[src/hw/rtl/rc4d_ram.sv]
// 256 x 8 RAM, one write port, one registered read port.
`timescale 1ns / 1ps
module rc4d_ram (
   input  logic       clock,
   input  logic       we,
   input  logic [7:0] waddr,
   input  logic [7:0] wdata,
   input  logic [7:0] raddr,
   output logic [7:0] rdata
);
   logic [7:0] mem [256];
   logic [7:0] rdata_ff;

   always_ff @(posedge clock) begin
      if (we) begin
         mem[waddr] <= wdata;
      end
      rdata_ff <= mem[raddr];
   end

   assign rdata = rdata_ff;
endmodule

[config.mk]
export PLATFORM = sky130hd
export DESIGN_NAME = rc4d_ram
export DESIGN_NICKNAME = d
export VERILOG_FILES = /design/src/hw/rtl/rc4d_ram.sv
export SDC_FILE = /design/constraint.sdc
export NUM_CORES = 2
export LEC_CHECK = 0
export BUFFER_PORTS_ARGS = -buffer_cell sky130_fd_sc_hd__buf_2
export CAP_MARGIN = 20
export CORE_MARGIN = 3
export CORE_UTILIZATION = 35
export DETAILED_ROUTE_END_ITERATION = 16
export GPL_TIMING_DRIVEN = 0
export SYNTH_ARGS = -nofsm -noshare
export SYNTH_HDL_FRONTEND = slang
export SYNTH_SLANG_ARGS = --single-unit
[constraint.sdc]
create_clock -name clock -period 2.2 [get_ports clock]
set_input_delay 0.44 -clock clock [delete_from_list [all_inputs] [get_ports clock]]
set_output_delay 0.44 -clock clock [all_outputs]
set_load 0.02 [all_outputs]
# Yosys cells after proc, flatten, opt, wreduce, memory -nomap -nowiden

Memories as Yosys holds them, arrays and structs flattened. A register that Yosys moved wholly into a read port is not among the register bits.
Index checks and enable logic that the tools add are counted.

Register bits after elaboration: 0
Bits in writable memories: 2,048
Input port bits: 26
Logic and storage cells: 3
Memories: 1

Memories:

| memory | depth | width | rd ports | clocked after memory_dff | wr ports | RTL line | RTL |
|---|---|---|---|---|---|---|---|
| mem    | 256   | 8     | 1        | 1                        | 1        | 11       | `logic [7:0] mem [256];` |

Multiplexer cells: 2

Operators with widths:

| kind             | number |
|---|---|
| 1-bit 2-to-1 mux | 2 |

# Depth between registers and ports, before layout

Depth after elaboration: 2
Gate-level depth with buffers: 11
Depth with buffers taken out: 6

# Worst setup path before layout

Ideal clock, no wire load.

Kind: input to register
From: input port raddr[0]
To: register rdata_ff[2], in the netlist rdata[2] (read register of mem)
Setup time: 0.131 ns
Data arrival time: 2.247 ns
Data required time: 2.069 ns
Setup slack: -0.178 ns
Stages on the path: 9
Path buffers: 4
Cells stage by stage: buf_6 -> buf_12 -> buf_8 -> buf_2 -> mux4_2 -> a22oi_1 -> a21oi_1 -> nor4_1 -> nor4_2

RTL lines:

| what        | RTL line | RTL |
|---|---|---|
| from (decl) | 8        | `input logic [7:0] raddr,` |
| to (decl)   | 12       | `logic [7:0] rdata_ff;` |

==> metrics.txt <==
vias after detailed routing approximately 42000; combinational power share 6.5%; Total GRT Usage a little over a fifth; worst vdd ir approximately 0.7 mV; NetSw approximately 0.019 W; clock share of power between 40% and 50%; register area between 60000 and 70000 um^2; Int Pwr 0.0640 W; power density over cell area between 800 and 900 nW/um^2; Area Overhead vs Synth 18.7%; core area 225000 um^2; Max Cap Viol 0; total clock sinks about 2000; # rows roughly 170; Slew @ Worst Pin ~1.3 ns; sequential fraction of design power 52.2%; final wirelength between 200000 and 250000 um; synth warn 0; Max-slew headroom between 10% and 20%; Post-synth top flop edfxtp_1; die area 233000 um^2; antenna violations before repair 17; DR DRC count 0; CTS tree built; HP Class input port to flop; H-tree levels 4; antenna-violating nets left 0; Post-synth EDFFs between 2000 and 2500; sw frac 22.8%; max-slew violation count 0; top cell type's share of synthesized area 77.3%; Num CTS Buffers 206; CTS max path bufs 3; Crit path arrival time around 3.4 ns; Placer Congestion slightly below 1; IO Port Bufs 26; Tcrit/Tclk final 123%; fin cells 7201; vias in the first global route roughly 41000; Syn Std Cell Area between 70000 and 80000 um^2; Multi-input gate area 18900 um^2; Die Wd 483 um; Synth cell types 55; Async SR Flop Fraction 0%; type of destination of the critical path flop; first-pass GRT wire length between 300000 and 400000 um; Critical Path Source Type flop; worst setup margin -0.505 ns; register area share after synthesis 77.5%; Fin Clk Skew between 0.04 and 0.05 ns; Place WS -3.13 ns; status complete, but fails checks; total gr overflow 0; flops & latches, synth approximately 2100; HPWL Detailed about 160000 um; fin util approximately two fifths; Initial Utilization between 30% and 40%; layout cells sized above 1 between 30 and 40%; Fmax achieved approximately 370 MHz; Static Leak 28.6 nW; Cells after Synth ~3700; Post-CTS Hold Fix Bufs 0; Initial DRC Count approximately 6300; clk_lat worst skew about 0.86 ns; area leader, netlist edfxtp_1; top cells by area, synth edfxtp_1 (77%), mux4_2 (13%), mux2i_1 (1.7%), nor2_1 (1.3%), a22oi_1 (1.3%); via/cell ratio 5.83; Placed Cells 6782; syn_nets 3759; Pre-Repair DR Iteration Count 9; clock-pin slew on the worst setup and hold paths 0.06 ns; Setup CP Type flop to flop; minimum clock period about 2.7 ns; drt wl/cell about 34 um; Die Y between 400 and 500 um; Total Nets Final 4068; Setup violations, final 66; clock root cell clkbuf_16; syn_area_per_cell about 21 um^2; failing checks setup timing; Data required, critical path roughly 2.9 ns; IO Count 34; fill cell total of the finished layout between 15000 and 20000; critical path peak fanout 1; largest net degree at the start of global routing approximately 150; Fin. Hold Viols 0; setup repair after global routing missed its margin yes
critical path: stages (launching register included):
cell and delay [ns]:
edfxtp_1 0.35, mux4_2 0.52, mux4_2 0.56, nor2b_4 0.17, nor4_4 0.82, nor4_4 0.14
per-layer routing:
layer / vias to the layer above / wire length, um / track usage [%]
met5: - / 23 / 0
met4: 4 / 14300 / 10.6
met3: 517 / 27000 / 5.47
met2: 2642 / 112000 / 31.5
met1: 22433 / 94200 / 28.4
li1: 16367 / - / -
power by group through the flow:
stage | Combinational (W) | Sequential [W] | Clock [W]
2_1_floorplan | 0.00216 | 0.0441 | 0
3_3_place_gp | 0.00454 | 0.0442 | 0
3_5_place_dp | 0.00470 | 0.0440 | 0
4_1_cts | 0.00519 | 0.0432 | 0.0344
5_1_grt | 0.00551 | 0.0432 | 0.0359
6_report | 0.00541 | 0.0432 | 0.0342
final cells by class:
| cell class | instances | share of cell area, % |
|---|---|---|
| Inverter | 2 | 0.00928 |
| Buffer | 231 | 2.63 |
| Tap cell | 2992 | 3.96 |
| Multi-Input combinational cell | 1442 | 20.1 |
| Timing Repair Buffer | 103 | 1.19 |
| Clock inverter | 122 | 1.18 |
| Sequential cell | 2056 | 65.3 |
| Antenna cell | 1 | 0.00265 |
| Clock buffer | 252 | 5.67 |
worst paths after layout:
| check | from | to | slack (ns) | cells past startpoint |
|---|---|---|---|---|
| max | mem[83][0]$_DFFE_PP_ | rdata[0]$_DFF_P_ | -0.51 | 5 |
| min | wdata[3] | mem[83][3]$_DFFE_PP_ | 0.05 | 1 |
| max reg2reg | mem[83][0]$_DFFE_PP_ | rdata[0]$_DFF_P_ | -0.51 | 5 |
| min reg2reg | mem[219][5]$_DFFE_PP_ | rdata[5]$_DFF_P_ | 1.37 | 5 |
registers in the layout, summed over array words and instances (netlist names):
name	count
rdata	8
mem	2048
Yosys cell counts, drive strengths merged, types with 10 or more instances:
library cell	number
a211oi	16
a21oi	96
a221oi	14
a22oi	133
buf	122
clkbuf	111
edfxtp	2048
mux2i	134
mux4	456
nand2	33
nand3	34
nand4	10
nor2	282
nor2b	31
nor3	22
nor4	27
o211ai	10
o21ai	12
o221ai	47
o22ai	28
cell usage in the layout, fill, tap and decap left out, types with 20 or more instances in the layout:
cell / n
buf_6: 25
clkinv_2: 41
buf_4: 79
clkbuf_4: 35
a21oi_1: 76
mux4_2: 455
clkbuf_2: 27
buf_16: 20
clkbuf_16: 208
nor2_1: 65
o221ai_1: 30
buf_8: 39
a22oi_1: 122
mux2i_1: 133
clkbuf_1: 67
nand2_1: 28
nor2_4: 156
o22ai_1: 26
clkinv_1: 48
nand3_1: 25
buf_2: 32
nor2b_1: 24
edfxtp_1: 2048
nor2_2: 61
buf_12: 33
kinds of logic (layout without fill, tap and decap cells):
family | after synthesis | after routing | synth area share [%]
DFF | 2056 | 2056 | 77.5
muxes | 591 | 591 | 14.6
other | 0 | 1 | 0
and+or+nand+nor | 466 | 466 | 2.63
AOI/OAI and AO/OA | 385 | 385 | 3.42
buffers and inverters | 235 | 710 | 1.83
what timing repair did:
action                      CTS  global route
cloned                        1             0
buffers inserted             23            22
pin swaps                    32            23
setup endpoints to repair  1938          1218
gates resized for setup     671           178
stage by stage:
step	total power, W	area [um^2]	setup TNS (ns)	hold WS, ns
floorplan	0.0462	79900	-36.42	0.539
global placement	0.0487	83700	-8089.42	0.871
detailed placement	0.0488	84300	-2710.64	0.864
CTS	0.0828	93500	-11.26	0.0515
global route	0.0846	94400	-4.71	0.0671
finish	0.0828	94400	-4.41	0.0513
(Power assumes the default switching activity.)
